`src/sv/ttr_pkg.sv`:
```
// shared types, widths and constants for the triggered transient recorder
`default_nettype none

package ttr_pkg;

    localparam int SAMPLE_W     = 10;
    localparam int REG_W        = 10;
    localparam int ADDR_W       = 12;
    localparam int PHASE_W      = 2;
    localparam int CFG_IDX_W    = 2;
    localparam int IN_TDATA_W   = 16;
    localparam int OUT_TDATA_W  = 24;

    localparam int AVG_LOG2_DEF      = 5;
    localparam int CAPTURE_DEPTH_DEF = 4096;

    // configuration register indexes
    localparam logic [CFG_IDX_W-1:0] CFG_TRIGGER_THRESHOLD = 2'd0;
    localparam logic [CFG_IDX_W-1:0] CFG_BLINK_ON_AT       = 2'd1;
    localparam logic [CFG_IDX_W-1:0] CFG_BLINK_PERIOD      = 2'd2;

    localparam logic [REG_W-1:0] THRESHOLD_RST    = 10'd56;
    localparam logic [REG_W-1:0] BLINK_ON_AT_RST  = 10'd300;
    localparam logic [REG_W-1:0] BLINK_PERIOD_RST = 10'd600;

    // phase codes reported with each result
    localparam logic [PHASE_W-1:0] PH_BASE  = 2'd0;
    localparam logic [PHASE_W-1:0] PH_ARMED = 2'd1;
    localparam logic [PHASE_W-1:0] PH_REC   = 2'd2;
    localparam logic [PHASE_W-1:0] PH_DONE  = 2'd3;

    typedef enum logic [3:0] {
        MODE_BASE  = 4'b0001,
        MODE_ARMED = 4'b0010,
        MODE_REC   = 4'b0100,
        MODE_DONE  = 4'b1000
    } mode_t;

    typedef struct packed {
        logic                button_pressed;
        logic [SAMPLE_W-1:0] sample;
    } item_t;

    typedef struct packed {
        logic [REG_W-1:0] trigger_threshold;
        logic [REG_W-1:0] blink_on_at;
        logic [REG_W-1:0] blink_period;
    } cfg_t;

    typedef struct packed {
        logic [PHASE_W-1:0]  phase;
        logic                last_write;
        logic [SAMPLE_W-1:0] write_data;
        logic [ADDR_W-1:0]   write_address;
        logic                write_valid;
        logic                led;
    } result_t;

endpackage

`default_nettype wire

```
`src/sv/ttr_in_stage.sv`:
```
// input register stage with stream handshake
`default_nettype none

module ttr_in_stage (
    input  wire logic          aclk,
    input  wire logic          aresetn,
    input  wire logic          s_tvalid,
    output logic               s_tready,
    input  wire ttr_pkg::item_t s_item,
    input  wire logic          take,
    output logic               item_valid,
    output ttr_pkg::item_t     item
);
    import ttr_pkg::*;

    logic  valid_reg, valid_next;
    item_t item_reg;

    assign s_tready   = !valid_reg || take;
    assign valid_next = s_tready ? s_tvalid : valid_reg;

    always_ff @(posedge aclk) begin
        if (!aresetn) begin
            valid_reg <= 1'b0;
        end else begin
            valid_reg <= valid_next;
        end
    end

    always_ff @(posedge aclk) begin
        if (s_tvalid && s_tready) begin
            item_reg <= s_item;
        end
    end

    assign item_valid = valid_reg;
    assign item       = item_reg;

endmodule

`default_nettype wire

```
`src/sv/ttr_core.sv`:
```
// recorder state and the per-word step logic
`default_nettype none

module ttr_core #(
    parameter int AVG_LOG2      = ttr_pkg::AVG_LOG2_DEF,
    parameter int CAPTURE_DEPTH = ttr_pkg::CAPTURE_DEPTH_DEF
) (
    input  wire logic            aclk,
    input  wire logic            aresetn,
    input  wire logic            fire,
    input  wire ttr_pkg::item_t  item,
    input  wire ttr_pkg::cfg_t   cfg,
    output ttr_pkg::result_t     result
);
    import ttr_pkg::*;

    localparam int SUM_W = SAMPLE_W + AVG_LOG2;
    localparam int CAP_W = $clog2(CAPTURE_DEPTH);
    localparam logic [CAP_W-1:0] CAP_LAST = CAP_W'(CAPTURE_DEPTH - 1);

    mode_t               mode_reg, mode_next;
    logic [AVG_LOG2-1:0] win_idx_reg, win_idx_next;
    logic [SUM_W-1:0]    win_sum_reg, win_sum_next;
    logic [SAMPLE_W-1:0] baseline_reg, baseline_next;
    logic [REG_W-1:0]    blink_reg, blink_next;
    logic                led_reg, led_next;
    logic [CAP_W-1:0]    cap_idx_reg, cap_idx_next;

    logic                win_last;
    logic [SUM_W-1:0]    sum_add;
    logic [SAMPLE_W-1:0] avg;
    logic [SAMPLE_W-1:0] dev;
    logic [REG_W-1:0]    blink_inc;
    logic                rec_now;
    logic [CAP_W-1:0]    cap_cur;

    assign win_last  = (win_idx_reg == {AVG_LOG2{1'b1}});
    assign sum_add   = win_sum_reg + SUM_W'(item.sample);
    assign avg       = sum_add[SUM_W-1:AVG_LOG2];
    assign dev       = (avg >= baseline_reg) ? (avg - baseline_reg) : (baseline_reg - avg);
    assign blink_inc = blink_reg + REG_W'(1);

    always_comb begin
        mode_next     = mode_reg;
        win_idx_next  = win_idx_reg;
        win_sum_next  = win_sum_reg;
        baseline_next = baseline_reg;
        blink_next    = blink_reg;
        led_next      = led_reg;
        cap_idx_next  = cap_idx_reg;
        rec_now       = 1'b0;
        cap_cur       = cap_idx_reg;
        result        = '0;

        case (mode_reg)
            MODE_BASE: begin
                result.phase = PH_BASE;
                if (win_last) begin
                    baseline_next = avg;
                    win_sum_next  = '0;
                    win_idx_next  = '0;
                    blink_next    = '0;
                    led_next      = 1'b1;
                    mode_next     = MODE_ARMED;
                end else begin
                    win_sum_next = sum_add;
                    win_idx_next = win_idx_reg + AVG_LOG2'(1);
                end
            end
            MODE_ARMED: begin
                result.phase = PH_ARMED;
                if (win_idx_reg == '0 && item.button_pressed) begin
                    // button held at window start: this word is the first capture write
                    rec_now      = 1'b1;
                    cap_cur      = '0;
                    win_sum_next = '0;
                    win_idx_next = '0;
                    led_next     = 1'b1;
                    mode_next    = MODE_REC;
                end else begin
                    if (win_idx_reg == '0) begin
                        blink_next = blink_inc;
                        if (blink_inc == cfg.blink_on_at) begin
                            led_next = 1'b1;
                        end
                        if (blink_inc == cfg.blink_period) begin
                            led_next   = 1'b0;
                            blink_next = '0;
                        end
                    end
                    if (win_last) begin
                        win_sum_next = '0;
                        win_idx_next = '0;
                        if (dev >= cfg.trigger_threshold) begin
                            cap_idx_next = '0;
                            led_next     = 1'b1;
                            mode_next    = MODE_REC;
                        end
                    end else begin
                        win_sum_next = sum_add;
                        win_idx_next = win_idx_reg + AVG_LOG2'(1);
                    end
                end
            end
            MODE_REC: begin
                rec_now = 1'b1;
            end
            MODE_DONE: begin
                result.phase = PH_DONE;
            end
            default: begin
                mode_next = MODE_DONE;
            end
        endcase

        if (rec_now) begin
            result.phase         = PH_REC;
            result.write_valid   = 1'b1;
            result.write_address = ADDR_W'(cap_cur);
            result.write_data    = item.sample;
            cap_idx_next         = cap_cur + CAP_W'(1);
            if (cap_cur == CAP_LAST) begin
                result.last_write = 1'b1;
                led_next          = 1'b0;
                mode_next         = MODE_DONE;
            end
        end

        result.led = led_next;
    end

    always_ff @(posedge aclk) begin
        if (!aresetn) begin
            mode_reg     <= MODE_BASE;
            win_idx_reg  <= '0;
            win_sum_reg  <= '0;
            baseline_reg <= '0;
            blink_reg    <= '0;
            led_reg      <= 1'b0;
            cap_idx_reg  <= '0;
        end else if (fire) begin
            mode_reg     <= mode_next;
            win_idx_reg  <= win_idx_next;
            win_sum_reg  <= win_sum_next;
            baseline_reg <= baseline_next;
            blink_reg    <= blink_next;
            led_reg      <= led_next;
            cap_idx_reg  <= cap_idx_next;
        end
    end

endmodule

`default_nettype wire

```
`src/sv/ttr_out_stage.sv`:
```
// result register stage with stream handshake
`default_nettype none

module ttr_out_stage (
    input  wire logic             aclk,
    input  wire logic             aresetn,
    input  wire logic             res_valid,
    input  wire ttr_pkg::result_t res,
    output logic                  res_ready,
    output logic                  m_tvalid,
    input  wire logic             m_tready,
    output ttr_pkg::result_t      m_res
);
    import ttr_pkg::*;

    logic    valid_reg, valid_next;
    result_t res_reg;

    assign res_ready  = !valid_reg || m_tready;
    assign valid_next = res_ready ? res_valid : valid_reg;

    always_ff @(posedge aclk) begin
        if (!aresetn) begin
            valid_reg <= 1'b0;
        end else begin
            valid_reg <= valid_next;
        end
    end

    always_ff @(posedge aclk) begin
        if (res_valid && res_ready) begin
            res_reg <= res;
        end
    end

    assign m_tvalid = valid_reg;
    assign m_res    = res_reg;

endmodule

`default_nettype wire

```
`src/sv/triggered_transient_recorder.sv`:
```
// top level of the triggered transient recorder
`default_nettype none

// Triggered transient recorder. Each input word carries one 10-bit converter
// sample and the trigger button level; each accepted word yields exactly one
// result word. The first 2^AVG_LOG2 samples are averaged into a baseline, after
// which the block is armed: it averages windows of the same length and starts a
// capture when a window's distance from the baseline reaches trigger_threshold
// (capture begins with the following word), or at once when the button is held
// on the first word of a window. While armed the led blinks from a counter that
// steps once per window. A capture writes CAPTURE_DEPTH samples with word
// addresses (modulo 4096), flags the final one with m_tlast, turns the led off
// and then the block stays in the done phase until reset. One word per clock is
// sustained in both directions while m_tready is held high; a result passes
// through the input register, one pass of accumulate, compare and counter
// logic, and the result register. Configuration writes are taken any
// time but are meant for idle periods.
module triggered_transient_recorder #(
    parameter int AVG_LOG2      = ttr_pkg::AVG_LOG2_DEF,
    parameter int CAPTURE_DEPTH = ttr_pkg::CAPTURE_DEPTH_DEF
) (
    input  wire logic                             aclk,
    input  wire logic                             aresetn,
    // sample stream in
    input  wire logic                             s_tvalid,
    output logic                                  s_tready,
    // sample [9:0], button_pressed [10], zero pad [15:11]
    input  wire logic [ttr_pkg::IN_TDATA_W-1:0]   s_tdata,
    // result stream out
    output logic                                  m_tvalid,
    input  wire logic                             m_tready,
    // led [0], write_valid [1], write_address [13:2], write_data [23:14]
    output logic [ttr_pkg::OUT_TDATA_W-1:0]       m_tdata,
    // last_write
    output logic                                  m_tlast,
    // phase [1:0]
    output logic [ttr_pkg::PHASE_W-1:0]           m_tuser,
    // register write port
    input  wire logic                             cfg_wr_en,
    input  wire logic [ttr_pkg::CFG_IDX_W-1:0]    cfg_addr,
    input  wire logic [ttr_pkg::REG_W-1:0]        cfg_wdata
);
    import ttr_pkg::*;

    // configuration registers
    cfg_t    cfg_reg, cfg_next;

    // pipeline hand-off
    item_t   s_item;
    item_t   item;
    logic    item_valid;
    logic    res_ready;
    logic    advance;
    result_t res;
    result_t m_res;

    always_comb begin
        cfg_next = cfg_reg;
        if (cfg_wr_en) begin
            case (cfg_addr)
                CFG_TRIGGER_THRESHOLD: cfg_next.trigger_threshold = cfg_wdata;
                CFG_BLINK_ON_AT:       cfg_next.blink_on_at       = cfg_wdata;
                CFG_BLINK_PERIOD:      cfg_next.blink_period      = cfg_wdata;
                default:               cfg_next = cfg_reg; // unused index
            endcase
        end
    end

    always_ff @(posedge aclk) begin
        if (!aresetn) begin
            cfg_reg.trigger_threshold <= THRESHOLD_RST;
            cfg_reg.blink_on_at       <= BLINK_ON_AT_RST;
            cfg_reg.blink_period      <= BLINK_PERIOD_RST;
        end else begin
            cfg_reg <= cfg_next;
        end
    end

    // unpack the incoming word
    assign s_item.sample         = s_tdata[SAMPLE_W-1:0];
    assign s_item.button_pressed = s_tdata[SAMPLE_W];

    // a word moves from the input register through the step logic into the
    // result register whenever the result register can take it
    assign advance = item_valid && res_ready;

    ttr_in_stage u_in (
        .aclk       (aclk),
        .aresetn    (aresetn),
        .s_tvalid   (s_tvalid),
        .s_tready   (s_tready),
        .s_item     (s_item),
        .take       (advance),
        .item_valid (item_valid),
        .item       (item)
    );

    ttr_core #(
        .AVG_LOG2      (AVG_LOG2),
        .CAPTURE_DEPTH (CAPTURE_DEPTH)
    ) u_core (
        .aclk    (aclk),
        .aresetn (aresetn),
        .fire    (advance),
        .item    (item),
        .cfg     (cfg_reg),
        .result  (res)
    );

    ttr_out_stage u_out (
        .aclk      (aclk),
        .aresetn   (aresetn),
        .res_valid (item_valid),
        .res       (res),
        .res_ready (res_ready),
        .m_tvalid  (m_tvalid),
        .m_tready  (m_tready),
        .m_res     (m_res)
    );

    // pack the result word
    assign m_tdata = {m_res.write_data, m_res.write_address, m_res.write_valid, m_res.led};
    assign m_tlast = m_res.last_write;
    assign m_tuser = m_res.phase;

endmodule

`default_nettype wire

```
`config.mk`:
```
export PLATFORM = sky130hd
export DESIGN_NAME = triggered_transient_recorder
export DESIGN_NICKNAME = d
export VERILOG_FILES = /design/src/sv/ttr_pkg.sv /design/src/sv/ttr_in_stage.sv /design/src/sv/ttr_core.sv /design/src/sv/ttr_out_stage.sv /design/src/sv/triggered_transient_recorder.sv
export SDC_FILE = /design/constraint.sdc
export NUM_CORES = 1
export LEC_CHECK = 0
export BUFFER_PORTS_ARGS = -buffer_cell sky130_fd_sc_hd__buf_2
export CAP_MARGIN = 20
export CELL_PAD_IN_SITES_DETAIL_PLACEMENT = 1
export CELL_PAD_IN_SITES_GLOBAL_PLACEMENT = 1
export CORE_ASPECT_RATIO = 0.75
export CORE_UTILIZATION = 46
export CTS_CLUSTER_DIAMETER = 100
export DETAILED_ROUTE_END_ITERATION = 8
export PLACE_DENSITY = 0.83
export SYNTH_ARGS = -nofsm -noshare
export SYNTH_HDL_FRONTEND = slang
export SYNTH_SLANG_ARGS = --single-unit
```
`constraint.sdc`:
```
create_clock -name aclk -period 6.5 [get_ports aclk]
set_input_delay 0.65 -clock aclk [delete_from_list [all_inputs] [get_ports aclk]]
set_output_delay 0.65 -clock aclk [all_outputs]
set_load 0.1 [all_outputs]
```
==> impl_metrics.toml <==
[logic_synthesis]
synthCells = 843
synth_area_per_cell_um2 = 8.782
yosysUniqueCellTypes = 85
async_flop_share = 0
yosysSeqAreaShare = 0.3948
synth_top_flop_cell = "dfxtp_1"
syn-cell-area_mm2 = 0.007403
ys_seq_elements = 127
edff_count_synth = 38
yosysWarningCount = 0
syn_nets = 924

[sta]
timing.final.hold_violations = 0
setup_violations = 0
finClkSkew_ns = 0.007042
drv_slew = 0
period_minus_slack_ns = 6.290
fin_tns_setup_ns = 0
fin_hold_ws_ns = 0.3866
achievable-frequency_mhz = 159.0
slew_worst_pin_ns = 0.8694
slew-limit-headroom = 0.4183
fin_crit_sh = 0.9677

[critical_path]
cpMaxStageDelayCell = "o31a_2"
critPathArrivalTime_ns = 6.61
crit-reg2reg-launch = "u_in.item[1]"
data_required_time_at_the_worst_endpoint_ns = 6.82
startpoint = "u_in.item[1]"
cp_max_fo = 8
crit_path_frequent_cell = "buf_4"
startpoint_type = "flip-flop"
crit_path_end_kind = "flip-flop"
worst_path_largest_cell_delay_ns = 0.44
setup.worst_path.class = "reg2reg"
ff2ff_path_depth = 26

[final_layout]
finalNonFillerCells = 1102
fillers = 1813
antenna_cells_inserted = 0
post_route_cells_drive_above_1_share = 0.1583
sequential_cell_area_mm2 = 0.002923
final_design_area_no_fill_mm2 = 0.008464
largest_register_ff_count = 30
area_growth_pct = 14.33
leading_cell_type_in_the_layout_fill_and_taps_excluded = "nand2_1"
nets = 965
multiInputGateArea_mm2 = 0.004182
most-common-layout-cells = "nand2_1 (108), dfxtp_1 (89), a21oi_1 (69)"

[route]
drtPass1Iterations = 7
route.detailed.drc = 0
detail_route.wl_per_cell_um = 19.52
via_count = 6532
met2WireLength_um = 10550
routed.top_layer = "met4"
met3WireLength_um = 887
avgViaCountPerCell = 5.927
wl_um = 21510
ant_nets = 0
drt-met1-wl_um = 9593
dr.first_iter.drc_count = 370

[floorplan]
dieArea_mm2 = 0.01661
core.rowCount = 39
floorplan.die.width_um = 148.5
die_y_um = 111.9
floorplan.initialDensity = 0.4786
placeableCoreArea_mm2 = 0.01547
number_of_primary_i_o_pins = 62

[grt]
grt_antenna_before_repair = 0
first_global_vias = 6714
global_route.overflow_total = 0
grt_use_total = 0.2603
grt_max_degree = 60
wire_length_of_the_first_global_routing_pass_um = 33710

[worst_hold_path]
worstHoldPathType = "in2reg"
min_delay_path_depth = 1
hold_start = "s_tdata[9]"

[pwr]
power.density_mw_per_mm2 = 260.6
worst_ir_drop_vdd_v = 0.0001795
total_power_uw = 2205
power.static_leakage_uw = 0.003266

[placement]
numPlacedInstances = 1065
dpl-instance-area_mm2 = 0.007780
dpl.hpwl_um = 14440
finalWeightedCongestion = 0.8545
io_buffer_count = 56

[clock_tree]
hold_buffers_post_cts = 0
maximum_buffer_depth_of_the_clock_tree = 2
clk_transition_reported_paths_ns = 0.06
source_to_sink_clock_delay_at_the_later_pin_of_the_worst_skew_pair_ns = 0.43
cts_sinks = 127
cts_tree = "yes"
root_buffer = "clkbuf_16"
htreeDepth = 4
tritoncts_buffers = 17

[job]
drv.max_cap_violation_count = 0

[run_status]
result_of_the_run = "completed"
## final timing paths
path                                end  slack, ns
hold / removal             u_in.item[9]       0.39
setup / recovery  u_core.cap_idx_reg[5]       0.21
hold reg to reg             cfg_reg[27]       0.46
setup reg to reg  u_core.cap_idx_reg[5]       0.21
## worst max-delay path, delay by kind of cell, from the launching register on
kind                       cells  cell delay [ns]
adders and majority gates      3             0.99
muxes                          1             0.13
AOI/OAI and AO/OA             13             3.19
DFF                            1             0.41
and+or+nand+nor                3             0.46
buffers and inverters          4             0.57
xor gates and xnor gates       2             0.42
## synthesized netlist by cell type, types with 8 or more instances
| cell | instances | area share |
|---|---|---|
| ha_1 | 45 | 0.076 |
| nand4_1 | 9 | 0.0076 |
| and2_1 | 16 | 0.014 |
| nand3b_1 | 10 | 0.010 |
| clkbuf_1 | 32 | 0.016 |
| inv_1 | 43 | 0.022 |
| xnor2_1 | 23 | 0.027 |
| xor2_1 | 12 | 0.014 |
| nand2_1 | 108 | 0.055 |
| nor2_1 | 50 | 0.025 |
| and3_1 | 16 | 0.014 |
| nand3_1 | 35 | 0.024 |
| nor2b_1 | 10 | 0.0085 |
| o21ai_0 | 35 | 0.024 |
| buf_2 | 8 | 0.0054 |
| nor3_1 | 16 | 0.011 |
| o21ai_1 | 12 | 0.0081 |
| edfxtp_1 | 38 | 0.15 |
| a22oi_1 | 11 | 0.011 |
| dfxtp_1 | 89 | 0.24 |
| o211ai_1 | 10 | 0.010 |
| a21oi_1 | 72 | 0.049 |
| nor4_1 | 8 | 0.0068 |
| nand2b_1 | 11 | 0.0093 |
## kinds of logic after synthesis
logic type	count (synthesis)	share of synthesized area
muxes	10	0.01403
adders and majority gates	48	0.08416
and+or+nand+nor	322	0.2238
buffers and inverters	93	0.05408
DFF	127	0.3948
AOI/OAI and AO/OA	204	0.1756
xor gates and xnor gates	39	0.05357
## report_power, final
| part | leakage (uW) | internal (uW) | total, uW | switching [uW] |
|---|---|---|---|---|
| registers | 0.00107 | 843 | 861 | 18.2 |
| logic | 0.00193 | 153 | 429 | 275 |
| clock network | 0.000270 | 559 | 916 | 357 |
| total | 0.00327 | 1560 | 2210 | 650 |
## layout make-up
class	instances	share of cell area
Clock buffer	23	0.05292
Clock inverter	9	0.01153
Inverter	44	0.01951
Multi-Input combinational cell	623	0.4940
Sequential cell	127	0.3453
Tap cell	205	0.03030
Timing Repair Buffer	71	0.04642
## layer usage
layer  track usage  vias up
li1              -     3079
met1        0.3211     3268
met4       0.09691        0
met2        0.4414      143
met5             0        -
met3       0.05902       42
## repair_timing
item	CTS	global route
cloned	0	0
setup endpoints to repair	6	16
pin swaps	0	5
resized for setup	3	19
setup buffers	0	4
## per-stage QoR
step                utilization  setup slack (ns)
floorplan                     -            0.8358
global placement         0.5030            0.4674
CTS                      0.5388           0.01253
detailed placement       0.5030           0.05571
finish                   0.5472            0.2098
global route             0.5472          -0.08703
Note: power is estimated with default switching activity, not from simulation.
